### config.mk
export PLATFORM = sky130hd
export DESIGN_NAME = feed_forward_compressor_core_flat
export DESIGN_NICKNAME = d
export VERILOG_FILES = /design/src/rtl/ffc_pkg.sv /design/src/rtl/ffc_smp_if.sv /design/src/rtl/ffc_res_if.sv /design/src/rtl/ffc_cfg_if.sv /design/src/rtl/ffc_cfg_regs.sv /design/src/rtl/ffc_ctrl.sv /design/src/rtl/ffc_dpath.sv /design/src/rtl/feed_forward_compressor_core.sv /design/src/flat_wrapper.sv
export SDC_FILE = /design/constraint.sdc
export NUM_CORES = 1
export LEC_CHECK = 0
export ABC_CLOCK_PERIOD_IN_PS = 11550
export BUFFER_PORTS_ARGS = -buffer_cell sky130_fd_sc_hd__buf_2
export CAP_MARGIN = 20
export CORE_ASPECT_RATIO = 0.9
export CORE_MARGIN = 3
export CORE_UTILIZATION = 60
export CTS_BUF_LIST = sky130_fd_sc_hd__clkbuf_8
export DETAILED_ROUTE_END_ITERATION = 16
export HOLD_SLACK_MARGIN = 0.1
export PLACE_DENSITY = 0.77
export SLEW_MARGIN = 40
export SYNTH_ARGS = -nofsm -noshare
export SYNTH_HDL_FRONTEND = slang
export SYNTH_SLANG_ARGS = --single-unit
export TNS_END_PERCENT = 10
### constraint.sdc
create_clock -name clk -period 11.55 [get_ports clk]
set_input_delay 0 -clock clk [delete_from_list [all_inputs] [get_ports clk]]
set_output_delay 0 -clock clk [all_outputs]
set_load 0.02 [all_outputs]
### src/rtl/ffc_pkg.sv
// types, constants and register codes shared by the compressor modules
package ffc_pkg;

	localparam int CFG_IDX_W = 4;
	localparam int CFG_DATA_W = 16;

	// register indexes of the configuration port
	localparam logic [CFG_IDX_W-1:0] REG_THRESHOLD = 4'd0;
	localparam logic [CFG_IDX_W-1:0] REG_RATIO = 4'd1;
	localparam logic [CFG_IDX_W-1:0] REG_ATTACK = 4'd2;
	localparam logic [CFG_IDX_W-1:0] REG_RELEASE = 4'd3;

	localparam logic [14:0] THRESHOLD_RST = 15'd16384;
	localparam logic [15:0] RATIO_RST = 16'd1024;
	localparam logic [15:0] ATTACK_RST = 16'd64880;
	localparam logic [15:0] RELEASE_RST = 16'd65500;

	localparam logic [15:0] UNITY_GAIN = 16'd32768;
	localparam logic [15:0] RATIO_ONE = 16'd256;
	localparam logic [14:0] LEVEL_MAX = 15'd32767;

	// one quotient bit per step, gain is at most unity so 16 bits suffice
	localparam int DIV_STEPS = 16;
	localparam int DIV_CNT_W = $clog2(DIV_STEPS);

	typedef enum logic [8:0] {
		S_IDLE     = 9'b000000001,
		S_MUL_ENV  = 9'b000000010,
		S_UPD_ENV  = 9'b000000100,
		S_MUL_TR   = 9'b000001000,
		S_MUL_ER   = 9'b000010000,
		S_DIV_INIT = 9'b000100000,
		S_DIV      = 9'b001000000,
		S_MUL_OUT  = 9'b010000000,
		S_RESULT   = 9'b100000000
	} state_t;

	typedef enum logic [1:0] {
		MUL_ENV = 2'd0,
		MUL_TR  = 2'd1,
		MUL_ER  = 2'd2,
		MUL_OUT = 2'd3
	} mul_sel_t;

	typedef struct packed {
		logic     load_smp;
		logic     mul_en;
		mul_sel_t mul_sel;
		logic     upd_env;
		logic     load_s;
		logic     div_init;
		logic     div_step;
		logic     out_load;
	} ffc_cmd_t;

	typedef struct packed {
		logic bypass;
	} ffc_stat_t;

	typedef struct packed {
		logic [14:0] threshold_level;
		logic [15:0] ratio_q8;
		logic [15:0] attack_coef;
		logic [15:0] release_coef;
	} ffc_cfg_t;

endpackage

### src/rtl/ffc_smp_if.sv
// input sample channel
interface ffc_smp_if import ffc_pkg::*; ();
	logic               valid;
	logic               ready;
	logic signed [15:0] sample_in;

	modport source (output valid, output sample_in, input ready);
	modport sink (input valid, input sample_in, output ready);
endinterface

### src/rtl/ffc_res_if.sv
// result channel: compressed sample and applied gain
interface ffc_res_if import ffc_pkg::*; ();
	logic               valid;
	logic               ready;
	logic signed [15:0] sample_out;
	logic [15:0]        applied_gain;

	modport source (output valid, output sample_out, output applied_gain, input ready);
	modport sink (input valid, input sample_out, input applied_gain, output ready);
endinterface

### src/rtl/ffc_cfg_if.sv
// configuration write channel
interface ffc_cfg_if import ffc_pkg::*; ();
	logic                  valid;
	logic                  ready;
	logic [CFG_IDX_W-1:0]  index;
	logic [CFG_DATA_W-1:0] data;

	modport source (output valid, output index, output data, input ready);
	modport sink (input valid, input index, input data, output ready);
endinterface

### src/rtl/ffc_cfg_regs.sv
// configuration register file
module ffc_cfg_regs import ffc_pkg::*; (
	input  logic      clk,
	input  logic      arst_n,
	ffc_cfg_if.sink   cfg,
	output ffc_cfg_t  regs
);

	ffc_cfg_t regs_q;

	assign cfg.ready = 1'b1;
	assign regs = regs_q;

	always_ff @(posedge clk or negedge arst_n) begin
		if (!arst_n) begin
			regs_q.threshold_level <= THRESHOLD_RST;
			regs_q.ratio_q8 <= RATIO_RST;
			regs_q.attack_coef <= ATTACK_RST;
			regs_q.release_coef <= RELEASE_RST;
		end else if (cfg.valid) begin
			case (cfg.index)
				REG_THRESHOLD: regs_q.threshold_level <= cfg.data[14:0];
				REG_RATIO:     regs_q.ratio_q8 <= cfg.data;
				REG_ATTACK:    regs_q.attack_coef <= cfg.data;
				REG_RELEASE:   regs_q.release_coef <= cfg.data;
				default:       ;
			endcase
		end
	end

endmodule

### src/rtl/ffc_ctrl.sv
// sequencer for envelope update, gain division and output product
module ffc_ctrl import ffc_pkg::*; (
	input  logic      clk,
	input  logic      arst_n,
	input  logic      in_valid,
	output logic      in_ready,
	output logic      out_valid,
	input  logic      out_ready,
	input  ffc_stat_t stat,
	output ffc_cmd_t  cmd
);

	state_t               state_q, state_d;
	logic [DIV_CNT_W-1:0] div_cnt_q;
	logic                 out_valid_q;

	assign in_ready = (state_q == S_IDLE);
	assign out_valid = out_valid_q;

	always_comb begin
		state_d = state_q;
		cmd = '0;
		cmd.mul_sel = MUL_ENV;
		case (state_q)
			S_IDLE: begin
				if (in_valid) begin
					cmd.load_smp = 1'b1;
					state_d = S_MUL_ENV;
				end
			end
			S_MUL_ENV: begin
				cmd.mul_en = 1'b1;
				cmd.mul_sel = MUL_ENV;
				state_d = S_UPD_ENV;
			end
			S_UPD_ENV: begin
				cmd.upd_env = 1'b1;
				state_d = S_MUL_TR;
			end
			S_MUL_TR: begin
				cmd.mul_en = 1'b1;
				cmd.mul_sel = MUL_TR;
				state_d = S_MUL_ER;
			end
			S_MUL_ER: begin
				cmd.mul_en = 1'b1;
				cmd.mul_sel = MUL_ER;
				cmd.load_s = 1'b1;
				state_d = S_DIV_INIT;
			end
			S_DIV_INIT: begin
				cmd.div_init = 1'b1;
				// envelope at or below threshold: unity gain, no division
				state_d = stat.bypass ? S_MUL_OUT : S_DIV;
			end
			S_DIV: begin
				cmd.div_step = 1'b1;
				if (div_cnt_q == DIV_CNT_W'(DIV_STEPS - 1)) begin
					state_d = S_MUL_OUT;
				end
			end
			S_MUL_OUT: begin
				cmd.mul_en = 1'b1;
				cmd.mul_sel = MUL_OUT;
				state_d = S_RESULT;
			end
			S_RESULT: begin
				if (!out_valid_q || out_ready) begin
					cmd.out_load = 1'b1;
					state_d = S_IDLE;
				end
			end
			default: state_d = S_IDLE;
		endcase
	end

	always_ff @(posedge clk or negedge arst_n) begin
		if (!arst_n) begin
			state_q <= S_IDLE;
			div_cnt_q <= '0;
			out_valid_q <= 1'b0;
		end else begin
			state_q <= state_d;
			if (state_q == S_DIV) begin
				div_cnt_q <= div_cnt_q + DIV_CNT_W'(1);
			end else begin
				div_cnt_q <= '0;
			end
			if (cmd.out_load) begin
				out_valid_q <= 1'b1;
			end else if (out_ready) begin
				out_valid_q <= 1'b0;
			end
		end
	end

	a_accept_starts: assert property (@(posedge clk) disable iff (!arst_n)
		in_valid && in_ready |=> state_q == S_MUL_ENV)
		else $error("accepted beat did not start the envelope multiply");

	a_div_cnt_idle: assert property (@(posedge clk) disable iff (!arst_n)
		state_q != S_DIV |-> div_cnt_q == '0)
		else $error("division counter running outside the divide state");

	a_no_overwrite: assert property (@(posedge clk) disable iff (!arst_n)
		out_valid_q && !out_ready |=> $stable(out_valid_q) && !$past(cmd.out_load))
		else $error("pending result overwritten");

endmodule

### src/rtl/ffc_dpath.sv
// sample, envelope, shared multiplier, restoring divider and result register
module ffc_dpath import ffc_pkg::*; (
	input  logic               clk,
	input  logic               arst_n,
	input  ffc_cfg_t           regs,
	input  ffc_cmd_t           cmd,
	output ffc_stat_t          stat,
	input  logic signed [15:0] sample_in,
	output logic signed [15:0] sample_out,
	output logic [15:0]        applied_gain
);

	logic signed [15:0] smp_q;
	logic [14:0]        env_q;
	logic signed [35:0] prod_q;
	logic [31:0]        s_q;
	logic [31:0]        rem_q;
	logic [30:0]        den_q;
	logic [15:0]        gain_q;
	logic signed [15:0] res_smp_q;
	logic [15:0]        res_gain_q;

	logic               neg;
	logic [15:0]        mag;
	logic [14:0]        level;
	logic [15:0]        coef;
	logic signed [15:0] env_diff;
	logic [15:0]        ratio_eff;
	logic [14:0]        over_thr;
	logic signed [17:0] mul_a, mul_b;
	logic signed [32:0] env_acc;
	logic               rem_ge;
	logic [31:0]        rem_sub;
	logic [15:0]        res_mag;

	assign neg = smp_q[15];
	// -32768 gives magnitude 32768, level saturates at full scale
	assign mag = neg ? 16'(~smp_q + 16'sd1) : smp_q;
	assign level = mag[15] ? LEVEL_MAX : mag[14:0];
	assign coef = (level > env_q) ? regs.attack_coef : regs.release_coef;
	assign env_diff = $signed({1'b0, env_q}) - $signed({1'b0, level});
	assign ratio_eff = (regs.ratio_q8 < RATIO_ONE) ? RATIO_ONE : regs.ratio_q8;
	assign over_thr = env_q - regs.threshold_level;
	assign stat.bypass = (env_q <= regs.threshold_level);

	always_comb begin
		case (cmd.mul_sel)
			MUL_ENV: begin
				mul_a = $signed({2'b00, coef});
				mul_b = 18'(env_diff);
			end
			MUL_TR: begin
				mul_a = $signed({3'b000, regs.threshold_level});
				mul_b = $signed({2'b00, ratio_eff});
			end
			MUL_ER: begin
				mul_a = $signed({3'b000, env_q});
				mul_b = $signed({2'b00, ratio_eff});
			end
			MUL_OUT: begin
				mul_a = $signed({2'b00, mag});
				mul_b = $signed({2'b00, gain_q});
			end
			default: begin
				mul_a = '0;
				mul_b = '0;
			end
		endcase
	end

	// c*env + (1-c)*L rewritten as L + c*(env - L)
	assign env_acc = $signed({2'b00, level, 16'd0}) + 33'(prod_q);

	assign rem_ge = rem_q >= {1'b0, den_q};
	assign rem_sub = rem_ge ? (rem_q - {1'b0, den_q}) : rem_q;

	assign res_mag = prod_q[30:15];

	always_ff @(posedge clk or negedge arst_n) begin
		if (!arst_n) begin
			env_q <= '0;
		end else if (cmd.upd_env) begin
			env_q <= env_acc[30:16];
		end
	end

	always_ff @(posedge clk) begin
		if (cmd.load_smp) begin
			smp_q <= sample_in;
		end
		if (cmd.mul_en) begin
			prod_q <= mul_a * mul_b;
		end
		if (cmd.load_s) begin
			// threshold*ratio + (env - threshold)*256
			s_q <= 32'(prod_q[30:0]) + 32'({over_thr, 8'd0});
		end
		if (cmd.div_init) begin
			rem_q <= s_q;
			den_q <= prod_q[30:0];
			gain_q <= stat.bypass ? UNITY_GAIN : '0;
		end else if (cmd.div_step) begin
			rem_q <= {rem_sub[30:0], 1'b0};
			gain_q <= {gain_q[14:0], rem_ge};
		end
		if (cmd.out_load) begin
			res_smp_q <= neg ? $signed(16'(~res_mag + 16'd1)) : $signed(res_mag);
			res_gain_q <= gain_q;
		end
	end

	assign sample_out = res_smp_q;
	assign applied_gain = res_gain_q;

	a_gain_range: assert property (@(posedge clk) disable iff (!arst_n)
		cmd.mul_en && cmd.mul_sel == MUL_OUT |-> gain_q <= UNITY_GAIN)
		else $error("gain above unity");

	a_rem_bound: assert property (@(posedge clk) disable iff (!arst_n)
		cmd.div_step |-> {1'b0, rem_q} < {1'b0, den_q, 1'b0})
		else $error("division remainder out of range");

endmodule

### src/rtl/feed_forward_compressor_core.sv
// Feed-forward peak compressor: one signed Q1.15 sample in, one compressed
// sample and its Q1.15 gain out. When the envelope is above the threshold,
// the gain is formed by the one-bit-per-cycle restoring divider; at or below
// it, the division is skipped and the gain is unity. A new sample is taken
// only once the previous one has reached the output register. The peak
// envelope resets to zero and the four registers (threshold, ratio, attack
// and release coefficients) reset to their defaults; they are written through
// the configuration channel, which is always ready and should be used only
// while no sample is in flight.
module feed_forward_compressor_core import ffc_pkg::*; (
	input  logic      clk,
	input  logic      arst_n,
	ffc_cfg_if.sink   cfg,
	ffc_smp_if.sink   samples,
	ffc_res_if.source results
);

	ffc_cfg_t  regs;
	ffc_cmd_t  cmd;
	ffc_stat_t stat;

	ffc_cfg_regs u_cfg_regs (
		.clk    (clk),
		.arst_n (arst_n),
		.cfg    (cfg),
		.regs   (regs)
	);

	ffc_ctrl u_ctrl (
		.clk       (clk),
		.arst_n    (arst_n),
		.in_valid  (samples.valid),
		.in_ready  (samples.ready),
		.out_valid (results.valid),
		.out_ready (results.ready),
		.stat      (stat),
		.cmd       (cmd)
	);

	ffc_dpath u_dpath (
		.clk          (clk),
		.arst_n       (arst_n),
		.regs         (regs),
		.cmd          (cmd),
		.stat         (stat),
		.sample_in    (samples.sample_in),
		.sample_out   (results.sample_out),
		.applied_gain (results.applied_gain)
	);

endmodule

### src/flat_wrapper.sv
// flat-port wrapper written by rule: the top's interface ports become plain ports
module feed_forward_compressor_core_flat import ffc_pkg::*;
  (clk, arst_n, cfg_valid, cfg_index, cfg_data, cfg_ready, samples_valid, samples_sample_in, samples_ready, results_valid, results_sample_out, results_applied_gain, results_ready);
  ffc_cfg_if cfg_i ();
  ffc_smp_if samples_i ();
  ffc_res_if results_i ();
  input  logic clk;
  input  logic arst_n;
  input wire logic [$bits(cfg_i.valid)-1:0] cfg_valid;
  input wire logic [$bits(cfg_i.index)-1:0] cfg_index;
  input wire logic [$bits(cfg_i.data)-1:0] cfg_data;
  output wire logic [$bits(cfg_i.ready)-1:0] cfg_ready;
  input wire logic [$bits(samples_i.valid)-1:0] samples_valid;
  input wire logic [$bits(samples_i.sample_in)-1:0] samples_sample_in;
  output wire logic [$bits(samples_i.ready)-1:0] samples_ready;
  output wire logic [$bits(results_i.valid)-1:0] results_valid;
  output wire logic [$bits(results_i.sample_out)-1:0] results_sample_out;
  output wire logic [$bits(results_i.applied_gain)-1:0] results_applied_gain;
  input wire logic [$bits(results_i.ready)-1:0] results_ready;
  assign cfg_i.valid = cfg_valid;
  assign cfg_i.index = cfg_index;
  assign cfg_i.data = cfg_data;
  assign cfg_ready = cfg_i.ready;
  assign samples_i.valid = samples_valid;
  assign samples_i.sample_in = samples_sample_in;
  assign samples_ready = samples_i.ready;
  assign results_valid = results_i.valid;
  assign results_sample_out = results_i.sample_out;
  assign results_applied_gain = results_i.applied_gain;
  assign results_i.ready = results_ready;
  feed_forward_compressor_core u_core (.clk(clk), .arst_n(arst_n), .cfg(cfg_i), .samples(samples_i), .results(results_i));
endmodule
==> out/results.txt <==
sequential cell area fraction in the yosys report = 0.323
Worst-path clk slew = 0.06 ns
area grow syn2layout = 11.8%
Worst Setup EP = u_core.u_dpath.prod_q[27]$_DFFE_PP_
Post-Syn Nets = 2993
Starting Density = 0.610
crit end category = flop
Max Cap Violations = 0
RSZ-0062 raised after global routing = no
Post-synth EDFFs = 190
initial antenna violation count = 5
non-filler cells, final = 3288
Async SR Flop Fraction = 0.326
Yosys Warn Count = 0
area fraction in compound gates after synthesis = 0.114
Worst Reg2Reg Path Length in Cells = 40
Site Rows = 70
Setup Fix Bufs, Post-CTS = 0
most frequent cell after synthesis = inv_1
iteration-0 DRC count of the detailed router = 2029
CP Max Fanout = 16
main combinational cell family by area after synthesis = adder cells
worst setup margin = 0.468 ns
ys flop type = edfxtp_1
Critical Path RT = 11.94 ns
Final HPWL DP = 53.5 mm
max_slew headroom = 0.414
Slew Limit Fails = 0
Post-Syn Instances = 2522
Final ANT Viol Nets = 0
Nets = 3182
core footprint = 40700 um^2
total clock sinks = 282
IO Pins = 76
final wirelength = 70.8 mm
proportion of layout cells with a drive suffix above 1 = 0.112
Global Route Usage Sum = 0.327
commonest cells in the netlist = 377 x inv_1, 274 x nand2_1, 244 x nor2_1, 228 x fa_1, 202 x ha_1
Yosys cell types = 81
reg-to-reg startpoint = u_core.u_dpath.smp_q[2]$_DFFE_PP_
reg-to-reg endpoint = u_core.u_dpath.prod_q[27]$_DFFE_PP_
Clock Path Buffers = 3
slowest CP cell = fa_1
HP Class = input pin to flop
R2R Setup Slk = 0.47 ns
vias in the first global route = 20000
simple-gate share of the synthesized area = 0.127
worst-skew pair later-pin latency = 0.63 ns
worst-margin pin slew = 0.873 ns
setup TNS = 0 ns
outcome = finished, final reports clean
Netlist Area Pre-Place = 24900 um^2
mux contribution to synthesized area = 0.0313
WL/cell = 21.5 um
Cells after DPL = 3121
Die Area = 43900 um^2
vias = 19700
Die Wd = 221 um
mean post-synth cell area = 9.86 um^2
total grt overflow = 0
post-synth top area cell = edfxtp_1
post-synth top area share = 0.230
Critical Path AT = 11.47 ns
Synth Area in Adders = 0.285
CTS tree = built
Worst path max stage delay = 0.55 ns
clk_skew = 0.0390 ns
IO Port Bufs = 74
Post-Place Setup Slack = 0.484 ns
first-pass GRT wire length = 110 mm
CP Launch Point = u_core.u_dpath.smp_q[2]$_DFFE_PP_
Final Cycle Share = 0.959
synthesized flop and latch total = 282
Setup violations, final = 0
endpoints failing hold = 0
Vert. Die Dim = 199 um
critical path class = flop to flop
top cells by area, synth = edfxtp_1 23%, fa_1 18%, ha_1 10%
most used cell, CP = fa_1
router iterations before antenna repair = 8
CTS H-Tree Depth = 2
Period minus WS final = 11.08 ns
Final Wtd Congestion = 1.01
drt drc = 0
Fmax = 90.2 MHz
crit start category = flop
CTS root buffer = clkbuf_8
XOR/XNOR share of the synthesized area = 0.0500
Via-to-Cell Ratio = 6.00
Num CTS Buffers = 48
largest net degree at the start of global routing = 83
[cell families after synthesis]
logic type | Yosys count
buffers and inverters | 450
DFF | 282
muxes | 71
AOI/OAI and AO/OA | 434
and+or+nand+nor | 713
other | 1
xor gates and xnor gates | 141
adders and majority gates | 430
[worst min-delay path by stage]
stage	start	to	slack, ns	cells after the start
final	cfg_data[15]	u_core.u_cfg_regs.regs[15]$_DFFE_PN1P_	0.19	3
after CTS	cfg_data[15]	u_core.u_cfg_regs.regs[15]$_DFFE_PN1P_	0.17	3
after floorplan	arst_n	u_core.u_cfg_regs.regs[0]$_DFFE_PN0P_	-0.30	0
after detailed placement	arst_n	u_core.u_ctrl.div_cnt_q[3]$_DFF_PN0_	-0.08	1
after global routing	cfg_data[15]	u_core.u_cfg_regs.regs[31]$_DFFE_PN1P_	0.22	3
after global placement	arst_n	u_core.u_ctrl.div_cnt_q[2]$_DFF_PN0_	-0.08	1
[cell type report]
type | instances | area (um^2)
multi-input cells | 1790 | 15200
fillers | 2997 | 12900
repair buffers | 210 | 1610
clock buffers | 48 | 661
inverters | 379 | 1420
clock inverters | 38 | 216
well taps | 540 | 676
flip-flops and latches | 282 | 8040
diodes | 1 | 2.50
[cell usage in the layout (no fill, tap or decap), types with 19 or more instances in the layout]
cell type	netlist	final
xnor2_1	100	100
buf_2	10	73
nand3_1	22	21
dfstp_2	26	26
dfrtp_1	66	66
o21ai_0	97	97
ha_1	202	201
nor2b_1	20	19
nor2_1	244	244
inv_1	377	391
and2_1	28	28
fa_1	228	228
o21a_1	23	23
edfxtp_1	190	190
a21oi_1	127	125
clkbuf_8	0	48
mux2i_1	20	20
a21o_1	48	48
nand2_1	274	273
mux2_2	50	50
dlygate4sd3_1	0	79
nor3_1	26	25
nand2b_1	29	29
buf_4	1	55
xor2_1	40	40
[repair_timing]
action                                  4_1_cts  5_1_grt
hold buffers                                 80        0
endpoints found under the setup margin        0        4
hold endpoints to repair                    151        0
resized for setup                             0        4
[metrics by stage]
stage	area, um^2	util	hold slack [ns]
floorplan	24900	-	-0.296
global placement	26100	0.640	-0.0801
detailed placement	26100	0.641	-0.0755
CTS	27800	0.682	0.168
global route	27800	0.682	0.216
finish	27800	0.682	0.189
[worst max-delay path: cells and delay by family (launching register included)]
kind	cells	cell delay [ns]
adders and majority gates	9	3.87
AOI/OAI and AO/OA	12	2.94
and+or+nand+nor	11	2.73
DFF	1	0.43
buffers and inverters	6	0.40
muxes	1	0.36
xor gates and xnor gates	1	0.12
[state kept, by name, indices dropped and copies added (netlist names)]
register                     flops
u_core.u_dpath.den_q            31
u_core.u_dpath.sample_out       16
u_core.u_dpath.s_q              32
u_core.u_dpath.gain_q           16
u_core.u_dpath.rem_q            32
u_core.u_dpath.smp_q            16
u_core.u_dpath.prod_q           31
u_core.u_cfg_regs.regs          63
u_core.u_dpath.applied_gain     16
u_core.u_ctrl.div_cnt_q          4
u_core.u_ctrl.out_valid          1
u_core.u_dpath.env_q            15
u_core.u_ctrl.state_q            9
[per-layer routing]
layer  part of all wire  vias up  track usage
met5            0.00057        -            0
met4              0.044        6        0.140
met3               0.12      234        0.102
met2               0.46      999        0.517
met1               0.38     9713        0.419
li1                   -     8787            -
Power is left out: the tool's default activity adds up to more than one toggle a clock period on the data nets, which glitch-free logic cannot reach.
